--- config.mk ---
export PLATFORM = sky130hd
export DESIGN_NAME = i2c_master_bit_engine_unit
export DESIGN_NICKNAME = d
export VERILOG_FILES = /design/src/rtl/core/i2cm_pkg.sv /design/src/rtl/core/i2cm_seq.sv /design/src/rtl/core/i2c_master_bit_engine_unit.sv
export SDC_FILE = /design/constraint.sdc
export NUM_CORES = 1
export LEC_CHECK = 0
export BUFFER_PORTS_ARGS = -buffer_cell sky130_fd_sc_hd__buf_2
export CAP_MARGIN = 20
export CORE_MARGIN = 2
export CORE_UTILIZATION = 55
export CTS_BUF_LIST = sky130_fd_sc_hd__clkbuf_4
export DETAILED_ROUTE_END_ITERATION = 8
export HOLD_SLACK_MARGIN = 0.1
export PLACE_DENSITY = 0.77
export SLEW_MARGIN = 20
export SYNTH_ARGS = -nofsm -noshare
export SYNTH_HDL_FRONTEND = slang
export SYNTH_SLANG_ARGS = --single-unit
export TNS_END_PERCENT = 30
--- constraint.sdc ---
create_clock -name clk -period 6.25 [get_ports clk]
set_input_delay 0.9375 -clock clk [delete_from_list [all_inputs] [get_ports clk]]
set_output_delay 0.9375 -clock clk [all_outputs]
set_load 0.01 [all_outputs]
--- src/rtl/core/i2cm_pkg.sv ---
package i2cm_pkg;

	// Command codes
	typedef enum logic [2:0] {
		CMD_NONE  = 3'd0,
		CMD_START = 3'd1,
		CMD_STOP  = 3'd2,
		CMD_WRITE = 3'd3,
		CMD_READ  = 3'd4
	} cmd_t;

	// Configuration register indexes
	localparam logic CFG_HALF_PERIOD = 1'b0;
	localparam logic CFG_HIGH_PERIOD = 1'b1;

	localparam logic [7:0] HALF_PERIOD_RST = 8'd1;
	localparam logic [7:0] HIGH_PERIOD_RST = 8'd2;
	localparam int unsigned BITS_PER_BYTE  = 8;

	typedef struct packed {
		logic [7:0] half_period;
		logic [7:0] high_period;
	} timing_t;

	typedef struct packed {
		logic [2:0] cmd;
		logic [7:0] wr_byte;
		logic       ack_to_send;
		logic       sda_line;
		logic       scl_line;
	} item_t;

	typedef struct packed {
		logic       scl_out;
		logic       sda_out;
		logic       sda_drive;
		logic       busy_res;
		logic       done_res;
		logic       ack_bit;
		logic [7:0] rd_byte;
	} result_t;

endpackage

--- src/rtl/core/i2cm_seq.sv ---
module i2cm_seq (
	input  logic               clk,
	input  logic               arst_n,
	input  logic               step,
	input  i2cm_pkg::item_t    item,
	input  i2cm_pkg::timing_t  timing,
	output i2cm_pkg::result_t  res
);

	typedef enum logic [4:0] {
		PH_IDLE      = 5'd0,
		PH_S_WAIT    = 5'd1,
		PH_S_SCLLO   = 5'd2,
		PH_S_SDAHI   = 5'd3,
		PH_S_SCLHI   = 5'd4,
		PH_S_SDALO   = 5'd5,
		PH_S_END     = 5'd6,
		PH_T_BOTH    = 5'd7,
		PH_T_SDAHI   = 5'd8,
		PH_W_SETUP   = 5'd9,
		PH_W_HIGH    = 5'd10,
		PH_W_ACKSET  = 5'd11,
		PH_W_ACKHIGH = 5'd12,
		PH_R_HIGH    = 5'd13,
		PH_R_LOW     = 5'd14,
		PH_R_ACKSET  = 5'd15,
		PH_R_ACKHIGH = 5'd16
	} phase_t;

	phase_t     phase_q, phase_d;
	logic [3:0] bit_cnt_q, bit_cnt_d;
	logic [7:0] tick_q, tick_d;
	logic [7:0] shift_q, shift_d;
	logic [7:0] rx_q, rx_d;
	logic       scl_q, scl_d;
	logic       sda_q, sda_d;
	logic       sda_en_q, sda_en_d;
	logic       nack_q, nack_d;
	logic       ack_q, ack_d;
	logic       done_d;
	logic [7:0] hold_half, hold_high;
	logic [3:0] bit_inc;
	logic [7:0] shift_sl;

	// zero period acts as one
	assign hold_half = (timing.half_period == '0) ? 8'd1 : timing.half_period;
	assign hold_high = (timing.high_period == '0) ? 8'd1 : timing.high_period;
	assign bit_inc   = bit_cnt_q + 4'd1;
	assign shift_sl  = {shift_q[6:0], 1'b0};

	always_comb begin
		phase_d  = phase_q;
		bit_cnt_d = bit_cnt_q;
		tick_d   = tick_q;
		shift_d  = shift_q;
		rx_d     = rx_q;
		scl_d    = scl_q;
		sda_d    = sda_q;
		sda_en_d = sda_en_q;
		nack_d   = nack_q;
		ack_d    = ack_q;
		done_d   = 1'b0;
		if (phase_q == PH_IDLE) begin
			case (item.cmd)
				i2cm_pkg::CMD_START: begin
					sda_en_d = 1'b1;
					phase_d  = PH_S_WAIT;
					tick_d   = hold_half;
				end
				i2cm_pkg::CMD_STOP: begin
					sda_en_d = 1'b1;
					sda_d    = 1'b0;
					scl_d    = 1'b1;
					phase_d  = PH_T_BOTH;
					tick_d   = hold_half;
				end
				i2cm_pkg::CMD_WRITE: begin
					sda_en_d  = 1'b1;
					shift_d   = item.wr_byte;
					bit_cnt_d = '0;
					sda_d     = item.wr_byte[7];
					phase_d   = PH_W_SETUP;
					tick_d    = hold_half;
				end
				i2cm_pkg::CMD_READ: begin
					sda_en_d  = 1'b0;
					nack_d    = item.ack_to_send;
					shift_d   = '0;
					bit_cnt_d = '0;
					scl_d     = 1'b1;
					phase_d   = PH_R_HIGH;
					tick_d    = hold_high;
				end
				default: ;
			endcase
		end else if (tick_q > 8'd1) begin
			tick_d = tick_q - 8'd1;
		end else begin
			case (phase_q)
				PH_S_WAIT: begin
					if (item.scl_line && item.sda_line) begin
						sda_d   = 1'b0;
						phase_d = PH_S_SDALO;
					end else if (item.scl_line) begin
						scl_d   = 1'b0;
						phase_d = PH_S_SCLLO;
					end else if (!item.sda_line) begin
						sda_d   = 1'b1;
						phase_d = PH_S_SDAHI;
					end else begin
						scl_d   = 1'b1;
						phase_d = PH_S_SCLHI;
					end
					tick_d = hold_half;
				end
				PH_S_SCLLO: begin
					// bus recovery: release SDA first if held low
					if (!item.sda_line) begin
						sda_d   = 1'b1;
						phase_d = PH_S_SDAHI;
					end else begin
						scl_d   = 1'b1;
						phase_d = PH_S_SCLHI;
					end
					tick_d = hold_half;
				end
				PH_S_SDAHI: begin
					scl_d = 1'b1; phase_d = PH_S_SCLHI; tick_d = hold_half;
				end
				PH_S_SCLHI: begin
					sda_d = 1'b0; phase_d = PH_S_SDALO; tick_d = hold_half;
				end
				PH_S_SDALO: begin
					scl_d = 1'b0; phase_d = PH_S_END; tick_d = hold_half;
				end
				PH_T_BOTH: begin
					sda_d = 1'b1; phase_d = PH_T_SDAHI; tick_d = hold_half;
				end
				PH_W_SETUP: begin
					scl_d = 1'b1; phase_d = PH_W_HIGH; tick_d = hold_high;
				end
				PH_W_HIGH: begin
					scl_d     = 1'b0;
					shift_d   = shift_sl;
					bit_cnt_d = bit_inc;
					if (bit_inc < 4'(i2cm_pkg::BITS_PER_BYTE)) begin
						sda_d   = shift_sl[7];
						phase_d = PH_W_SETUP;
					end else begin
						phase_d = PH_W_ACKSET;
					end
					tick_d = hold_half;
				end
				PH_W_ACKSET: begin
					sda_en_d = 1'b0;
					scl_d    = 1'b1;
					phase_d  = PH_W_ACKHIGH;
					tick_d   = hold_half;
				end
				PH_W_ACKHIGH: begin
					ack_d   = item.sda_line;
					scl_d   = 1'b0;
					phase_d = PH_IDLE;
					tick_d  = '0;
					done_d  = 1'b1;
				end
				PH_R_HIGH: begin
					shift_d   = {shift_q[7:1], shift_q[0] | item.sda_line};
					scl_d     = 1'b0;
					bit_cnt_d = bit_inc;
					phase_d   = PH_R_LOW;
					tick_d    = hold_half;
				end
				PH_R_LOW: begin
					if (bit_cnt_q < 4'(i2cm_pkg::BITS_PER_BYTE)) begin
						shift_d = shift_sl;
						scl_d   = 1'b1;
						phase_d = PH_R_HIGH;
						tick_d  = hold_high;
					end else begin
						rx_d     = shift_q;
						sda_en_d = 1'b1;
						sda_d    = nack_q;
						phase_d  = PH_R_ACKSET;
						tick_d   = hold_half;
					end
				end
				PH_R_ACKSET: begin
					scl_d = 1'b1; phase_d = PH_R_ACKHIGH; tick_d = hold_high;
				end
				PH_R_ACKHIGH: begin
					scl_d   = 1'b0;
					sda_d   = 1'b0;
					phase_d = PH_IDLE;
					tick_d  = '0;
					done_d  = 1'b1;
				end
				default: begin
					// end of start / stop, and unused codes
					phase_d = PH_IDLE;
					tick_d  = '0;
					done_d  = 1'b1;
				end
			endcase
		end
	end

	always_ff @(posedge clk or negedge arst_n) begin
		if (!arst_n) begin
			phase_q   <= PH_IDLE;
			bit_cnt_q <= '0;
			tick_q    <= '0;
			shift_q   <= '0;
			rx_q      <= '0;
			scl_q     <= 1'b1;
			sda_q     <= 1'b1;
			sda_en_q  <= 1'b1;
			nack_q    <= 1'b0;
			ack_q     <= 1'b0;
		end else if (step) begin
			phase_q   <= phase_d;
			bit_cnt_q <= bit_cnt_d;
			tick_q    <= tick_d;
			shift_q   <= shift_d;
			rx_q      <= rx_d;
			scl_q     <= scl_d;
			sda_q     <= sda_d;
			sda_en_q  <= sda_en_d;
			nack_q    <= nack_d;
			ack_q     <= ack_d;
		end
	end

	assign res.scl_out   = scl_d;
	assign res.sda_out   = sda_d;
	assign res.sda_drive = sda_en_d;
	assign res.busy_res  = (phase_d != PH_IDLE);
	assign res.done_res  = done_d;
	assign res.ack_bit   = ack_d;
	assign res.rd_byte   = rx_d;

endmodule

--- src/rtl/core/i2c_master_bit_engine_unit.sv ---
// Byte-level I2C master sequencer.
// Input channel (in_valid/in_ready): one transaction per bus tick, carrying
// the sampled SCL/SDA pins and, while idle, a command (start, stop, write
// byte, read byte). Commands arriving while a command runs are ignored.
// Output channel (out_valid/out_ready): one transaction per input tick with
// the pin levels, SDA drive enable, busy/done status, write ack bit and the
// last read byte.
// Config port (cfg_we/cfg_idx/cfg_data): index 0 half_period, index 1
// high_period; write only while no tick is in flight.
// Pipeline: an accepted tick sits in the input register and its result is
// loaded into the output register when the sequencer steps, which waits
// while the output stalls. Throughput is one tick per cycle, set by
// the single sequencer update between the two registers, unless stalled.
// A stalled output (out_ready low) holds its result; the input register
// still takes one more tick, then in_ready drops until the output drains.
// Reset: bus idle (SCL/SDA high, SDA driven), both registers empty,
// half_period = 1, high_period = 2.
module i2c_master_bit_engine_unit (
	input  logic       clk,
	input  logic       arst_n,
	input  logic       in_valid,
	output logic       in_ready,
	input  logic [2:0] cmd,
	input  logic [7:0] wr_byte,
	input  logic       ack_to_send,
	input  logic       sda_line,
	input  logic       scl_line,
	output logic       out_valid,
	input  logic       out_ready,
	output logic       scl_out,
	output logic       sda_out,
	output logic       sda_drive,
	output logic       busy_res,
	output logic       done_res,
	output logic       ack_bit,
	output logic [7:0] rd_byte,
	input  logic       cfg_we,
	input  logic       cfg_idx,
	input  logic [7:0] cfg_data
);

	i2cm_pkg::item_t   item_s1;
	logic              vld_s1;
	i2cm_pkg::timing_t timing_q;
	i2cm_pkg::result_t res_comb, res_q;
	logic              out_vld_q;
	logic              step;

	// sequencer advances when a tick is staged and the output slot frees up
	assign step     = vld_s1 && (!out_vld_q || out_ready);
	assign in_ready = !vld_s1 || step;

	// timing registers
	always_ff @(posedge clk or negedge arst_n) begin
		if (!arst_n) begin
			timing_q.half_period <= i2cm_pkg::HALF_PERIOD_RST;
			timing_q.high_period <= i2cm_pkg::HIGH_PERIOD_RST;
		end else if (cfg_we) begin
			case (cfg_idx)
				i2cm_pkg::CFG_HALF_PERIOD: timing_q.half_period <= cfg_data;
				i2cm_pkg::CFG_HIGH_PERIOD: timing_q.high_period <= cfg_data;
				default: ;
			endcase
		end
	end

	// input register
	always_ff @(posedge clk or negedge arst_n) begin
		if (!arst_n) begin
			vld_s1 <= 1'b0;
		end else if (in_ready) begin
			vld_s1 <= in_valid;
		end
	end

	always_ff @(posedge clk) begin
		if (in_valid && in_ready) begin
			item_s1 <= '{cmd: cmd, wr_byte: wr_byte, ack_to_send: ack_to_send,
				sda_line: sda_line, scl_line: scl_line};
		end
	end

	i2cm_seq u_seq (
		.clk    (clk),
		.arst_n (arst_n),
		.step   (step),
		.item   (item_s1),
		.timing (timing_q),
		.res    (res_comb)
	);

	// output register
	always_ff @(posedge clk or negedge arst_n) begin
		if (!arst_n) begin
			out_vld_q <= 1'b0;
		end else if (step) begin
			out_vld_q <= 1'b1;
		end else if (out_ready) begin
			out_vld_q <= 1'b0;
		end
	end

	always_ff @(posedge clk) begin
		if (step) begin
			res_q <= res_comb;
		end
	end

	assign out_valid = out_vld_q;
	assign scl_out   = res_q.scl_out;
	assign sda_out   = res_q.sda_out;
	assign sda_drive = res_q.sda_drive;
	assign busy_res  = res_q.busy_res;
	assign done_res  = res_q.done_res;
	assign ack_bit   = res_q.ack_bit;
	assign rd_byte   = res_q.rd_byte;

endmodule

### After elaboration in Yosys (flattened, before gate mapping)

Index checks and enable logic that the tools add are counted.

| cells by class | value |
|---|---|
| $add $sub $neg | 2 |
| magnitude comparators | 3 |
| eq/ne operators | 24 |
| muxes and demuxes | 57 |
| bitwise gates (word level) | 2 |
| reduce and logical (&&, ||, !) cells | 33 |

Operator list:

| cell | number |
|---|---|
| 2-to-1 mux 8 bit | 12 |
| one-hot mux 5 bit (12 select lines) | 1 |
| one-hot mux 8 bit (3 select lines) | 2 |
| == test 5 x 4 -> 1 bit (second input constant) | 7 |
| one-hot mux 8 bit (2 select lines) | 2 |
| 2-to-1 mux 1 bit | 23 |
| 2-to-1 mux 5 bit | 4 |
| one-hot mux 5 bit (4 select lines) | 1 |
| logical NOT 8 bit | 2 |
| 2-to-1 mux 4 bit | 4 |
| == test 5 x 3 -> 1 bit (second input constant) | 3 |
| OR reduction 12 bit | 1 |
| OR reduction 2 bit | 6 |
| == test 5 x 2 -> 1 bit (second input constant) | 2 |
| OR reduction 9 bit | 1 |
| > comparator 8 x 1 -> 1 bit (second input constant) | 1 |
| less-than comparator 4 bit (second input constant) | 2 |
| subtractor 8 x 1 -> 8 bit (second input constant) | 1 |
| == test 3 x 2 -> 1 bit (second input constant) | 2 |
| inequality test 3 bit (second input constant) | 2 |
| one-hot mux 1 bit (2 select lines) | 3 |
| one-hot mux 1 bit (6 select lines) | 1 |
| AND reduction 2 bit | 3 |
| AND reduction 6 bit | 1 |
| 27 further kinds | 34 |

| word-level totals | value |
|---|---|
| register bits | 84 |
| input port bits | 28 |
| logic and storage cells | 148 |

### Depth between registers and ports, before layout

| depth | value |
|---|---|
| depth after elaboration | 7 |
| gate-level depth with buffers | 8 |
| mapped depth without buffers | 7 |

### Cells and area by module

Synthesis repeated with hierarchy kept, for this count alone.

| second synthesis, totals | value |
|---|---|
| cells, all modules | 454 |
| area total of the unflattened synthesis | 4752.1 um2 |

Modules (own cells, without submodules):

| module | instances | cells each | area each (um2) | seq. area each (um2) |
|---|---|---|---|---|
| i2cm_seq | 1 | 383 | 3205.6 | 954.7 |
| i2c_master_bit_engine_unit | 1 | 71 | 1546.5 | 1293.7 |

### Worst setup path after synthesis

OpenSTA, ideal clock, no wires.

| path | value |
|---|---|
| path kind | input -> register |
| start | input out_ready |
| end | register u_seq.phase_q[3] |
| library setup time | 126 ps |
| arrival time | 2478 ps |
| required time | 6124 ps |
| setup slack | 3646 ps |
| stages on the path | 6 |
| path through | nand2b_1 nand2_1 inv_1 clkbuf_1 nand2_1 o32a_1 |

| between the ends | value |
|---|---|
| word-level cells in the longest chain between the ends | 2 |

Ends and longest elaborated chain:

| what | RTL line | text |
|---|---|---|
| start, declared | i2c_master_bit_engine_unit.sv:29 | `input logic out_ready,` |
| logical OR 1 bit | i2c_master_bit_engine_unit.sv:50 | `assign step = vld_s1 && (!out_vld_q \|\| out_ready);` |
| logical AND 1 bit | i2c_master_bit_engine_unit.sv:50 |  |
| named net step | i2c_master_bit_engine_unit.sv:47 | `logic step;` |
| end signal, assigned | i2cm_seq.sv:221 | `phase_q <= phase_d;` |
| end, declared | i2cm_seq.sv:30 | `phase_t phase_q, phase_d;` |

The timed path passes the listed nets, and every way through them passes these cells.
A chain may end at the register's enable or synchronous reset.

### Final worst setup path

| path | value |
|---|---|
| start | register u_seq.phase_q[2] |
| end | register u_seq.phase_q[3] |

| between the ends | value |
|---|---|
| word-level cells in the longest chain between the ends | 4 |
| elaborated cells between the ends (all ways) | 16 |
| those cells by class | 12 x eq/ne; 3 x mux; 1 x reduce/logical |

Ends and longest elaborated chain:

| what | RTL line | text |
|---|---|---|
| == test 5 x 4 -> 1 bit, or another cell as far along | i2cm_seq.sv:99 | `case (phase_q)` |
| one-hot mux 5 bit (12 select lines) | i2cm_seq.sv:99 |  |
| 2-to-1 mux 5 bit | i2cm_seq.sv:96 | `end else if (tick_q > 8'd1) begin` |
| 2-to-1 mux 5 bit * | i2cm_seq.sv:63 | `if (phase_q == PH_IDLE) begin` |

Mark *: on every way between the ends. The rest lies on a longest branch, timed or not.

==> reports/metrics.cfg <==
[power_and_ir_drop]
leakage_nw = 2.053
powerDensity_nw_per_um2 = 386.7
finalPower_mw = 1.957
irDropWorstVdd_mv = 0.1881

[cts]
clock_latency_ps = 440
numCtsBuffers = 9
post_cts_buffers = 0
cts_buffer_depth = 2
clk_pin_slew_worst_paths_ps = 130
cts.sinks = 84
hold_buffers = 0
cts_tree = done
cts_root_buf = clkbuf_4
htree_levels = 3
cts_resized = 0

[placement]
placed_area_um2 = 4922
gp_congestion = 0.9296
hpwl_mm = 7.933
place_ws_ps = 3141
dp_cells = 576
port_buffers = 43

[global_routing]
grt_pass1_vias = 3626
antenna_found_initial = 0
met3_usage_pct = 6.030
track_usage_pct = 27.03
grt_first_pass_wirelength_mm = 18.80
globalRouteMet2Util_pct = 41.15
busiest_layer = met2
overflow = 0
grt_max_degree = 57
grt_util_met1_pct = 38.79

[sta]
finalHoldViolCount = 0
tns_ps = 0
clock.fmax_mhz = 337.4
drv_slew = 0
finClkSkew_ps = 22.04
relSlewSlack_pct = 26.44
worst_slack_ps = 3286
rsz0062_at_grt = no
tightest_slew_ps = 1099
setup_viol = 0
timing.hold.ws_ps = 488.8
fin_crit_sh_pct = 47.43
period_needed_ps = 2964

[layout]
fin_nets = 515
utilization_pct = 61.60
fin_cells = 592
n_antenna_cell = 0
syn_to_final_growth_pct = 8.213
drive_above_1_share_pct = 20.74
stdcell_area_um2 = 5061

[die]
start_util_pct = 56.92
die_w_um = 96.22
dieArea_um2 = 9257
die_h_um = 96.22
core-area_um2 = 8217
rows = 33
io_pins = 44

[min_path]
hp-start = item_s1[2]$_DFFE_PP_
hold_path_class = reg2reg
hold_depth = 1
hold_end = u_seq.nack_q$_DFFE_PN0P_

[route]
drc = 0
ant_nets = 0
drtPass1Iterations = 5
drt-wirelength-per-cell_um = 19.29
wl_mm = 11.42
drtIter0Drc = 448
via_count = 3817
via_per_inst = 6.448

[run]
max_cap_violations = 0

[synthesis]
ys_ff_latch = 84
yosysTopAreaCell = dfrtp_1
synth_edf_count = 28
yosysUniqueCellTypes = 79
synth_flop_cell = dfrtp_1
syn-num-nets = 485
async_flop_share_pct = 66.67
synth.top_cell.area_share_pct = 27.29
synth_area_leaders = dfrtp_1 (27%), edfxtp_1 (18%), mux2_1 (4.1%)
post-synth-top-count-cell = dfrtp_1
avgSynthCellArea_um2 = 10.35
syn_inst = 452
synthTopCellsByCount = dfrtp_1 (51), nand2_1 (46), a21oi_1 (28), edfxtp_1 (28), nor2_1 (28)
seq_area_frac_synth_pct = 48.07
synth.cell_area_um2 = 4677
yosys_warnings = 0

[setup_path]
timing.rr.start = u_seq.phase_q[2]$_DFFE_PN0P_
reg2regPathDepth = 5
worstSetupEndpointType = flip-flop
r2r_slack_ps = 3290
start_kind = flip-flop
critPathKind = reg2reg
r2r_end = u_seq.phase_q[3]$_DFFE_PN0P_
path_max_fanout = 31
worst_ep_arrival_time_ps = 3340
cp.required_ps = 6630

[run_status]
outcome = finished clean

==> state kept, by name, indices dropped and copies added (netlist names) <==
signal,flops
u_seq.shift_q,8
u_seq.nack_q,1
sda_drive,1
item_s1,14
u_seq.sda_en_q,1
u_seq.scl_q,1
rd_byte,8
timing_q,16
out_valid,1
u_seq.ack_q,1
vld_s1,1
u_seq.sda_q,1
u_seq.bit_cnt_q,4
scl_out,1
u_seq.tick_q,8
sda_out,1
ack_bit,1
u_seq.rx_q,8
done_res,1
busy_res,1
u_seq.phase_q,5
==> worst max path at each step <==
stage / slack [ps] / from / cells past startpoint / to
final: 3290 / u_seq.phase_q[2]$_DFFE_PN0P_ / 5 / u_seq.phase_q[3]$_DFFE_PN0P_
after global routing: 3000 / u_seq.phase_q[2]$_DFFE_PN0P_ / 5 / u_seq.tick_q[3]$_DFFE_PN0P_
after CTS: 3140 / u_seq.phase_q[2]$_DFFE_PN0P_ / 5 / u_seq.tick_q[3]$_DFFE_PN0P_
after detailed placement: 3140 / u_seq.phase_q[2]$_DFFE_PN0P_ / 5 / u_seq.tick_q[3]$_DFFE_PN0P_
after global placement: 3150 / u_seq.phase_q[2]$_DFFE_PN0P_ / 5 / u_seq.tick_q[3]$_DFFE_PN0P_
after floorplan: 3650 / out_ready / 6 / u_seq.phase_q[3]$_DFFE_PN0P_
==> cell families (layout without fill, tap and decap cells) <==
group / count (synthesis) / after routing / synth area share [%]
multiplexers: 41 / 41 / 9.764
buffers and inverters: 40 / 75 / 3.612
XOR/XNOR: 5 / 5 / 0.9365
AO/OA/AOI/OAI: 127 / 127 / 19.15
AND/OR/NAND/NOR: 150 / 150 / 17.12
flip-flops: 84 / 84 / 48.07
adder cells (fa/ha/maj): 5 / 5 / 1.338
==> report_power, final <==
group | internal, mW | switching [mW]
clock | 0.127 | 0.194
combinational | 0.290 | 0.453
sequential | 0.700 | 0.194
total | 1.12 | 0.841
==> metal layers <==
layer  wire length [um]  part of all wire [%]  up-vias
li1                   -                     -     1768
met1               5163                    45     1854
met2               5204                    46      183
met3                905                   7.9       12
met4                146                   1.3        0
met5                  0                     0        -
==> critical path, cell delays in order (launching register included) <==
cell and delay, ps:
dfrtp_1 750, or3_1 670, nor2_1 890, nand2_1 200, a21oi_1 220, o32a_1 170
==> layout make-up <==
class,count,area (um^2)
Fill cell,684,3156
Sequential cell,84,2248
Multi-Input combinational cell,328,2260
Clock buffer,10,75.07
Inverter,14,52.55
Tap cell,105,131.4
Timing Repair Buffer,45,230.2
Clock inverter,6,63.81
==> placed cells by master, fill, tap and decap left out, drive strengths merged, types with 11 or more instances in the layout <==
cell type  count
dfrtp         51
nand2         46
buf           45
mux2          34
o21ai         33
nor2          28
a21oi         28
edfxtp        28
nor3          16
inv           15
a22oi         13
nand2b        11
No activity file was read; power rests on OpenSTA's default activity.
